===== config.mk =====
export PLATFORM = sky130hd
export DESIGN_NAME = score_group_aggregator
export DESIGN_NICKNAME = d
export VERILOG_FILES = /design/src/rtl/core/sga_pkg.sv /design/src/rtl/core/score_group_aggregator.sv /design/src/rtl/core/sga_ctrl.sv /design/src/rtl/core/sga_dp.sv
export SDC_FILE = /design/constraint.sdc
export NUM_CORES = 2
export LEC_CHECK = 0
export BUFFER_PORTS_ARGS = -buffer_cell sky130_fd_sc_hd__buf_2
export CAP_MARGIN = 20
export CORE_MARGIN = 2
export CORE_UTILIZATION = 31
export DETAILED_ROUTE_END_ITERATION = 10
export PLACE_DENSITY_LB_ADDON = 0.1
export SYNTH_ARGS = -nofsm -noshare
export SYNTH_HDL_FRONTEND = slang
export SYNTH_SLANG_ARGS = --single-unit

===== constraint.sdc =====
create_clock -name clk -period 9.6 [get_ports clk]
set_clock_uncertainty 0.15 [all_clocks]
set_input_delay 0.96 -clock clk [delete_from_list [all_inputs] [get_ports clk]]
set_output_delay 0.96 -clock clk [all_outputs]
set_load 0.01 [all_outputs]

===== src/rtl/core/sga_pkg.sv =====
// ---------------------------------------------------------------------------
// sga_pkg
// Shared types, constants and arithmetic helpers of the score group
// aggregator: payload structs, mode codes, controller/datapath signals.
// ---------------------------------------------------------------------------
package sga_pkg;

    localparam int SCORE_W          = 24;
    localparam int COUNT_W          = 9;
    localparam int COUNT_LIMIT      = 511;
    localparam int MAX_CHILDREN_DEF = 256;
    localparam int CFG_INDEX_W      = 2;
    localparam int CFG_DATA_W       = 3;
    localparam int MODE_W           = 3;
    localparam int DIV_STEPS        = SCORE_W;
    localparam int DIV_CNT_W        = $clog2(DIV_STEPS);

    localparam logic signed [31:0] Q_ONE     = 32'sd65536;
    localparam logic signed [31:0] SCORE_MAX = 32'sd8388607;
    localparam logic signed [31:0] SCORE_MIN = -32'sd8388608;

    // register indexes
    localparam logic [CFG_INDEX_W-1:0] CFG_MODE   = 2'd0;
    localparam logic [CFG_INDEX_W-1:0] CFG_INVERT = 2'd1;

    // fold modes, codes six and seven act as sum
    localparam logic [MODE_W-1:0] MODE_SUM   = 3'd0;
    localparam logic [MODE_W-1:0] MODE_MIN   = 3'd1;
    localparam logic [MODE_W-1:0] MODE_MAX   = 3'd2;
    localparam logic [MODE_W-1:0] MODE_MEAN  = 3'd3;
    localparam logic [MODE_W-1:0] MODE_PROD  = 3'd4;
    localparam logic [MODE_W-1:0] MODE_FIRST = 3'd5;
    localparam logic [MODE_W-1:0] MODE_RESET = MODE_PROD;

    typedef struct packed {
        logic signed [SCORE_W-1:0] item_score;
        logic                      active;
        logic                      veto;
        logic                      last_child;
    } sga_in_t;

    typedef struct packed {
        logic signed [SCORE_W-1:0] group_score;
        logic                      vetoed;
    } sga_out_t;

    typedef struct packed {
        logic capture;
        logic fold_commit;
        logic load_fold;
        logic div_step;
        logic load_div;
    } sga_cmd_t;

    typedef struct packed {
        logic fold_emit;
        logic fold_div;
        logic div_last;
    } sga_stat_t;

    function automatic logic signed [SCORE_W-1:0] sat_score(input logic signed [31:0] v);
        logic signed [SCORE_W-1:0] r;
        if (v > SCORE_MAX)
            r = SCORE_MAX[SCORE_W-1:0];
        else if (v < SCORE_MIN)
            r = SCORE_MIN[SCORE_W-1:0];
        else
            r = v[SCORE_W-1:0];
        return r;
    endfunction

    // optional one minus score, saturated
    function automatic logic signed [SCORE_W-1:0] finish_score(
        input logic signed [SCORE_W-1:0] s,
        input logic                      inv
    );
        logic signed [31:0] t;
        t = Q_ONE - $signed({{(32-SCORE_W){s[SCORE_W-1]}}, s});
        return inv ? sat_score(t) : s;
    endfunction

endpackage


===== src/rtl/core/score_group_aggregator.sv =====
// ---------------------------------------------------------------------------
// score_group_aggregator
// Folds the child scores of a group into one signed q8.16 group score.
// ---------------------------------------------------------------------------
// Children arrive on the item channel (valid/ready), one transfer each, with
// a last_child mark closing the group. Active scores are folded by the mode
// register: sum, min, max, mean, saturating product or first score above
// zero; invert turns the final score s into one minus s. A veto, a product
// that reaches zero or the first positive score in mode five closes the
// group early; children up to the last_child mark are then dropped.
// At most one result transfer per group leaves on the result channel.
// Each item is registered with the multiplier product, then folded; the next
// item is taken after the fold. The mean adds a bit-serial divide before the
// result is loaded. Registers are written on the cfg channel, which is always
// ready, while the block is idle; the user must keep to this, the block does
// not enforce it. Reset clears mode to product, invert and group state.
// The result register lets the next item in while a result waits; a fold
// that produces a result waits while the receiver stalls.
// ---------------------------------------------------------------------------
module score_group_aggregator #(
    parameter int MAX_CHILDREN = sga_pkg::MAX_CHILDREN_DEF
) (
    input  logic                            clk,
    input  logic                            rst_n,
    input  logic                            cfg_valid,
    output logic                            cfg_ready,
    input  logic [sga_pkg::CFG_INDEX_W-1:0] cfg_index,
    input  logic [sga_pkg::CFG_DATA_W-1:0]  cfg_data,
    input  logic                            item_valid,
    output logic                            item_ready,
    input  sga_pkg::sga_in_t                item,
    output logic                            result_valid,
    input  logic                            result_ready,
    output sga_pkg::sga_out_t               result
);
    import sga_pkg::*;

    sga_cmd_t  cmd;
    sga_stat_t st;

    assign cfg_ready = 1'b1;

    sga_ctrl u_ctrl (
        .clk          (clk),
        .rst_n        (rst_n),
        .item_valid   (item_valid),
        .item_ready   (item_ready),
        .result_valid (result_valid),
        .result_ready (result_ready),
        .st           (st),
        .cmd          (cmd)
    );

    sga_dp #(
        .MAX_CHILDREN (MAX_CHILDREN)
    ) u_dp (
        .clk       (clk),
        .rst_n     (rst_n),
        .cfg_we    (cfg_valid && cfg_ready),
        .cfg_index (cfg_index),
        .cfg_data  (cfg_data),
        .item      (item),
        .cmd       (cmd),
        .st        (st),
        .result    (result)
    );

endmodule


===== src/rtl/core/sga_ctrl.sv =====
// ---------------------------------------------------------------------------
// sga_ctrl
// Sequencer of the aggregator: takes an item, lets the datapath fold it,
// runs the mean divider when needed and owns the result valid flag.
// ---------------------------------------------------------------------------
module sga_ctrl (
    input  logic               clk,
    input  logic               rst_n,
    input  logic               item_valid,
    output logic               item_ready,
    output logic               result_valid,
    input  logic               result_ready,
    input  sga_pkg::sga_stat_t st,
    output sga_pkg::sga_cmd_t  cmd
);
    import sga_pkg::*;

    typedef enum logic [3:0] {
        S_IDLE = 4'b0001,
        S_FOLD = 4'b0010,
        S_DIV  = 4'b0100,
        S_DONE = 4'b1000
    } state_t;

    state_t state_reg, state_next;
    logic   result_valid_reg, result_valid_next;
    logic   out_free;

    assign out_free     = !result_valid_reg || result_ready;
    assign result_valid = result_valid_reg;
    assign item_ready   = (state_reg == S_IDLE);

    always_comb
    begin
        state_next = state_reg;
        cmd        = '0;
        unique case (state_reg)
            S_IDLE:
            begin
                if (item_valid)
                begin
                    cmd.capture = 1'b1;
                    state_next  = S_FOLD;
                end
            end
            S_FOLD:
            begin
                if (st.fold_div)
                begin
                    cmd.fold_commit = 1'b1;
                    state_next      = S_DIV;
                end
                else if (st.fold_emit)
                begin
                    // hold the fold until the output register is free
                    if (out_free)
                    begin
                        cmd.fold_commit = 1'b1;
                        cmd.load_fold   = 1'b1;
                        state_next      = S_IDLE;
                    end
                end
                else
                begin
                    cmd.fold_commit = 1'b1;
                    state_next      = S_IDLE;
                end
            end
            S_DIV:
            begin
                cmd.div_step = 1'b1;
                if (st.div_last)
                    state_next = S_DONE;
            end
            S_DONE:
            begin
                if (out_free)
                begin
                    cmd.load_div = 1'b1;
                    state_next   = S_IDLE;
                end
            end
            default:
            begin
                state_next = S_IDLE;
            end
        endcase
    end

    assign result_valid_next = (result_valid_reg && !result_ready)
                             || cmd.load_fold || cmd.load_div;

    always_ff @(posedge clk or negedge rst_n)
    begin
        if (!rst_n)
        begin
            state_reg        <= S_IDLE;
            result_valid_reg <= 1'b0;
        end
        else
        begin
            state_reg        <= state_next;
            result_valid_reg <= result_valid_next;
        end
    end

endmodule


===== src/rtl/core/sga_dp.sv =====
// ---------------------------------------------------------------------------
// sga_dp
// Datapath of the aggregator: configuration registers, group state, the
// product multiplier, the fold logic, a bit-serial mean divider and the
// result register.
// ---------------------------------------------------------------------------
module sga_dp #(
    parameter int MAX_CHILDREN = sga_pkg::MAX_CHILDREN_DEF
) (
    input  logic                                clk,
    input  logic                                rst_n,
    input  logic                                cfg_we,
    input  logic [sga_pkg::CFG_INDEX_W-1:0]     cfg_index,
    input  logic [sga_pkg::CFG_DATA_W-1:0]      cfg_data,
    input  sga_pkg::sga_in_t                    item,
    input  sga_pkg::sga_cmd_t                   cmd,
    output sga_pkg::sga_stat_t                  st,
    output sga_pkg::sga_out_t                   result
);
    import sga_pkg::*;

    localparam int COUNT_CAP = (MAX_CHILDREN < COUNT_LIMIT) ? MAX_CHILDREN : COUNT_LIMIT;

    // configuration
    logic [MODE_W-1:0] mode_reg;
    logic              invert_reg;

    // group state
    logic signed [SCORE_W-1:0] acc_reg, acc_next;
    logic [COUNT_W-1:0]        cnt_reg, cnt_next;
    logic                      done_reg, done_next;

    // item and product stage
    sga_in_t                     item_reg;
    logic signed [2*SCORE_W-1:0] prod_reg;
    logic signed [2*SCORE_W-1:0] prod_adj;
    logic signed [SCORE_W-1:0]   prod_sat;

    // fold results
    logic signed [SCORE_W-1:0] s;
    logic signed [SCORE_W-1:0] acc_f;
    logic [COUNT_W-1:0]        cnt_f;
    logic                      first;
    logic                      f_emit;
    logic                      f_div;
    logic                      f_vflag;
    logic                      fin_en;
    logic signed [SCORE_W-1:0] pre_score;
    logic signed [SCORE_W-1:0] f_score;

    // divider
    logic [SCORE_W-1:0]   dvd_reg;
    logic [COUNT_W-1:0]   rem_reg;
    logic [COUNT_W-1:0]   dvs_reg;
    logic                 neg_reg;
    logic [DIV_CNT_W-1:0] step_reg;
    logic [COUNT_W:0]     trial;
    logic                 trial_ge;
    logic signed [SCORE_W-1:0] quot;

    sga_out_t result_reg;

    always_ff @(posedge clk or negedge rst_n)
    begin
        if (!rst_n)
        begin
            mode_reg   <= MODE_RESET;
            invert_reg <= 1'b0;
        end
        else if (cfg_we)
        begin
            if (cfg_index == CFG_MODE)
                mode_reg <= cfg_data[MODE_W-1:0];
            else if (cfg_index == CFG_INVERT)
                invert_reg <= cfg_data[0];
        end
    end

    always_ff @(posedge clk)
    begin
        if (cmd.capture)
        begin
            item_reg <= item;
            prod_reg <= item.item_score * acc_reg;
        end
    end

    // round the q8.16 product toward zero
    assign prod_adj = prod_reg + (prod_reg[2*SCORE_W-1] ? 48'sd65535 : 48'sd0);
    assign prod_sat = sat_score($signed(prod_adj[47:16]));

    assign s     = item_reg.item_score;
    assign first = (cnt_reg == '0);

    always_comb
    begin
        acc_f     = acc_reg;
        cnt_f     = cnt_reg;
        f_emit    = 1'b0;
        f_div     = 1'b0;
        f_vflag   = 1'b0;
        fin_en    = 1'b0;
        pre_score = '0;
        acc_next  = acc_reg;
        cnt_next  = cnt_reg;
        done_next = done_reg;
        if (done_reg)
        begin
            // rest of an ended group is dropped up to its last child
            if (item_reg.last_child)
            begin
                acc_next  = '0;
                cnt_next  = '0;
                done_next = 1'b0;
            end
        end
        else
        begin
            if (cnt_reg < COUNT_W'(COUNT_CAP))
                cnt_f = cnt_reg + 1'b1;
            if (item_reg.active)
            begin
                if (item_reg.veto)
                begin
                    f_emit  = 1'b1;
                    f_vflag = 1'b1;
                end
                else
                begin
                    unique case (mode_reg)
                        MODE_MIN:
                        begin
                            if (first || s < acc_reg)
                                acc_f = s;
                        end
                        MODE_MAX:
                        begin
                            if (first || s > acc_reg)
                                acc_f = s;
                        end
                        MODE_PROD:
                        begin
                            acc_f = first ? s : prod_sat;
                            if (acc_f == '0)
                            begin
                                f_emit = 1'b1;
                                fin_en = 1'b1;
                            end
                        end
                        MODE_FIRST:
                        begin
                            if (s > 0)
                            begin
                                f_emit    = 1'b1;
                                fin_en    = 1'b1;
                                pre_score = s;
                            end
                        end
                        default:
                        begin
                            acc_f = sat_score($signed({{8{acc_reg[SCORE_W-1]}}, acc_reg})
                                            + $signed({{8{s[SCORE_W-1]}}, s}));
                        end
                    endcase
                end
            end
            if (!f_emit && item_reg.last_child)
            begin
                if (mode_reg == MODE_MEAN)
                    f_div = 1'b1;
                else
                begin
                    f_emit    = 1'b1;
                    fin_en    = 1'b1;
                    pre_score = (mode_reg == MODE_FIRST) ? '0 : acc_f;
                end
            end
            if (item_reg.last_child)
            begin
                acc_next  = '0;
                cnt_next  = '0;
                done_next = 1'b0;
            end
            else
            begin
                acc_next  = acc_f;
                cnt_next  = cnt_f;
                done_next = f_emit;
            end
        end
        f_score = fin_en ? finish_score(pre_score, invert_reg) : pre_score;
    end

    always_ff @(posedge clk or negedge rst_n)
    begin
        if (!rst_n)
        begin
            acc_reg  <= '0;
            cnt_reg  <= '0;
            done_reg <= 1'b0;
        end
        else if (cmd.fold_commit)
        begin
            acc_reg  <= acc_next;
            cnt_reg  <= cnt_next;
            done_reg <= done_next;
        end
    end

    // restoring division of the sum magnitude by the child count
    assign trial    = {rem_reg, dvd_reg[SCORE_W-1]};
    assign trial_ge = (trial >= {1'b0, dvs_reg});

    always_ff @(posedge clk)
    begin
        if (cmd.fold_commit && f_div)
        begin
            neg_reg  <= acc_f[SCORE_W-1];
            dvd_reg  <= acc_f[SCORE_W-1] ? (SCORE_W'(0) - SCORE_W'(acc_f))
                                         : SCORE_W'(acc_f);
            rem_reg  <= '0;
            dvs_reg  <= cnt_f;
            step_reg <= '0;
        end
        else if (cmd.div_step)
        begin
            rem_reg  <= trial_ge ? COUNT_W'(trial - {1'b0, dvs_reg}) : trial[COUNT_W-1:0];
            dvd_reg  <= {dvd_reg[SCORE_W-2:0], trial_ge};
            step_reg <= step_reg + 1'b1;
        end
    end

    assign quot = neg_reg ? $signed(SCORE_W'(0) - dvd_reg) : $signed(dvd_reg);

    always_ff @(posedge clk)
    begin
        if (cmd.load_fold)
        begin
            result_reg.group_score <= f_score;
            result_reg.vetoed      <= f_vflag;
        end
        else if (cmd.load_div)
        begin
            result_reg.group_score <= finish_score(quot, invert_reg);
            result_reg.vetoed      <= 1'b0;
        end
    end

    assign result       = result_reg;
    assign st.fold_emit = f_emit;
    assign st.fold_div  = f_div;
    assign st.div_last  = (step_reg == DIV_CNT_W'(DIV_STEPS - 1));

endmodule


==> results.md <==
- Post-route DRC: 0
- Vias in the first global route: 30650
- Initial DRT Pass Iterations: 5
- First-pass GRT wire length: 196.7 mm
- TritonCTS clock tree: done
- GP Congestion: 0.9426
- Floorplan row count: 126
- Worst-path maximum fanout: 17
- Setup Fix Bufs, Post-CTS: 0
- CTS Hold Bufs: 0
- Min-Delay Path Class: reg2reg
- Dpl hpwl: 102.8 mm
- Synth top cells by count: inv_1 (655), fa_1 (609), nand2_1 (574), ha_1 (213), and2_1 (212)
- Setup TNS: 0 ns
- Largest register FFs: 48
- Layout cells sized above 1: 6.699%
- Pins Over Slew Limit: 0
- Relative slew margins: 24.12%
- Max-cap violations: 0
- Inserted Diodes: 0
- Status: complete, no violations
- Area leader, netlist: fa_1
- Area Overhead vs Synth: 7.858%
- FF+latch count, synth: 191
- WL per Instance: 22.47 um
- Crit end category: flop
- Count leader, synth: inv_1
- Final Hold Vio Count: 0
- Syn_nets: 5008
- Largest net degree at the start of global routing: 66
- Yosys cell types: 106
- Place WS: 0.6421 ns
- Share of the synthesized area in the top cell type: 33.16%
- Clk sink count: 191
- Slowest-stage cell, CP: edfxtp_1
- Post-synth EDFFs: 134
- Clk pin slew, worst setup/hold paths: 0.09 ns
- Post-CTS Resized: 0
- Seq/Total Area, Yosys: 14.64%
- Filler cells: 12430
- Worst endpoint required time: 9.72 ns
- Initial antenna violation count: 7
- Setup CP Type: reg2reg
- RSZ-0062 raised after global routing: no
- Worst EP arrival: 8.80 ns
- Clock Path Buffers: 2
- Worst stage delay on the critical path: 0.94 ns
- Total grt overflow: 0
- YS warnings: 0
- I/O pins: 65
- Die height: 348.4 um
- Achievable frequency: 0.1152 GHz
- DRT iter0 DRCs: 2124
- Post-synthesis instance total: 4149
- Async set-reset flop share out of synthesis: 22.51%
- Mapped Area: 36770 sq um
- Die width: 348.4 um
- Die footprint: 121400 sq um
- Worst Setup Start Kind: flop
- Top FF cell, synth: edfxtp_1
- Via density: 5.179
- Fin crit share: 90.46%
- Later-pin clock latency in the skew report: 0.50 ns
- Worst-margin pin slew: 1.138 ns
- H-tree levels: 4
- Minimum clock period: 8.684 ns
- Core area: 117900 sq um
- Syn avg cell area: 8.862 sq um
- Num CTS Buffers: 17
- Worst path cell trace: ha_1, a211oi_2, a21boi_1, o211ai_1, o211a_4, and3_2, xor2_4, o41a_1, o21ai_0, o31ai_1, and4_1, nor2_1, a32oi_1, or2_2, ha_1, o211ai_1, nor4_2, a21oi_1, nand3_1, nand4_1, a31oi_1
- I/O Buffers: 63
- Final ANT Viol Nets: 0
- Root Buffer: clkbuf_16
- Final WL: 127.4 mm
- Ranking of synthesized cells by area: fa_1 (33%), edfxtp_1 (11%), ha_1 (7.2%), inv_1 (6.7%), nand2_1 (5.9%)
- Post-route setup slack: 0.9162 ns
- Via count: 29370
- GRT Util Overall: 21.36%
- Nets: 4981
- Starting Density: 31.18%
- Setup violators final: 0
## worst max-delay path, delay by kind of cell (launching register included)
family | cells | cell delay [ns]
AOI/OAI and AO/OA | 11 | 4.05
and+or+nand+nor | 7 | 2.30
DFF | 1 | 0.94
adders and majority gates | 2 | 0.69
xor gates and xnor gates | 1 | 0.27
## through the flow
| step | hold slack [ns] | instance area [sq um] | utilization, % | instances |
|---|---|---|---|---|
| after floorplan | 0.2844 | 36770 | - | 4149 |
| after global placement | 0.2985 | 39010 | 33.08 | 5637 |
| after detailed placement | 0.3039 | 39040 | 33.11 | 5638 |
| after CTS | 0.3183 | 39630 | 33.61 | 5670 |
| after global routing | 0.3381 | 39660 | 33.63 | 5671 |
| final | 0.3118 | 39660 | 33.63 | 5671 |
## cell usage in the layout, fill, tap and decap left out, types with 16 or more instances in the layout
cell       count
a211oi_1      31
a21o_1        37
a21oi_1      159
a22o_1        22
a22oi_1       18
a31oi_1       29
and2_1       212
and3_1        26
buf_2         63
buf_4        106
clkbuf_16     18
dfrtp_1       41
edfxtp_1     134
fa_1         609
ha_1         213
inv_1        654
mux2i_1       26
nand2_1      574
nand2b_1      53
nand3_1       76
nand4_1       33
nor2_1       159
nor2b_1       28
nor3_1        59
o211ai_1      29
o21a_1        19
o21ai_0      166
o21bai_1      24
o221ai_1      17
o22ai_1       22
o31ai_1       32
or2_2         16
or3_1         26
xnor2_1       99
xor2_1        50
## layout make-up
| cell class | count | area, sq um | share of cell area [%] |
|---|---|---|---|
| inverters | 657 | 2467 | 6.222 |
| clock buffers | 20 | 471.7 | 1.189 |
| multi-input cells | 3083 | 28110 | 70.89 |
| well taps | 1536 | 1922 | 4.846 |
| flip-flops and latches | 191 | 5383 | 13.57 |
| repair buffers | 172 | 1186 | 2.991 |
| clock inverters | 12 | 115.1 | 0.2903 |
## cells by family after synthesis
group / after synthesis / share of synthesized area, %
other: 1 / 0.01020
AOI/OAI and AO/OA: 749 / 13.89
DFF: 191 / 14.64
xor gates and xnor gates: 151 / 3.669
buffers and inverters: 875 / 9.028
muxes: 36 / 1.014
and+or+nand+nor: 1324 / 17.34
adders and majority gates: 822 / 40.41
## routing by layer
metal	wire (um)	share of wire [%]	up-vias	GRT usage [%]
li1	-	-	13520	-
met1	58970	46	14940	29.79
met2	59900	47	768	35.51
met3	5371	4.2	136	1.892
met4	3153	2.5	4	5.656
met5	20	0.016	-	0
## path summary, 6_finish.rpt
check                                    to  cells past startpoint              start  slack, ns
max                         u_dp.result[13]                     21  u_dp.prod_reg[47]       0.92
min                         u_dp.rem_reg[8]                      2    u_dp.rem_reg[8]       0.31
min in group asynchronous   u_dp.invert_reg                      2              rst_n       0.44
max reg2reg                 u_dp.result[13]                     21  u_dp.prod_reg[47]       0.92
max in group asynchronous  u_dp.acc_reg[16]                      2              rst_n       8.35
min reg2reg                 u_dp.rem_reg[8]                      2    u_dp.rem_reg[8]       0.31
Power is not shown: default switching activity piles up to over one toggle a cycle in this logic, so the estimate is an artifact.
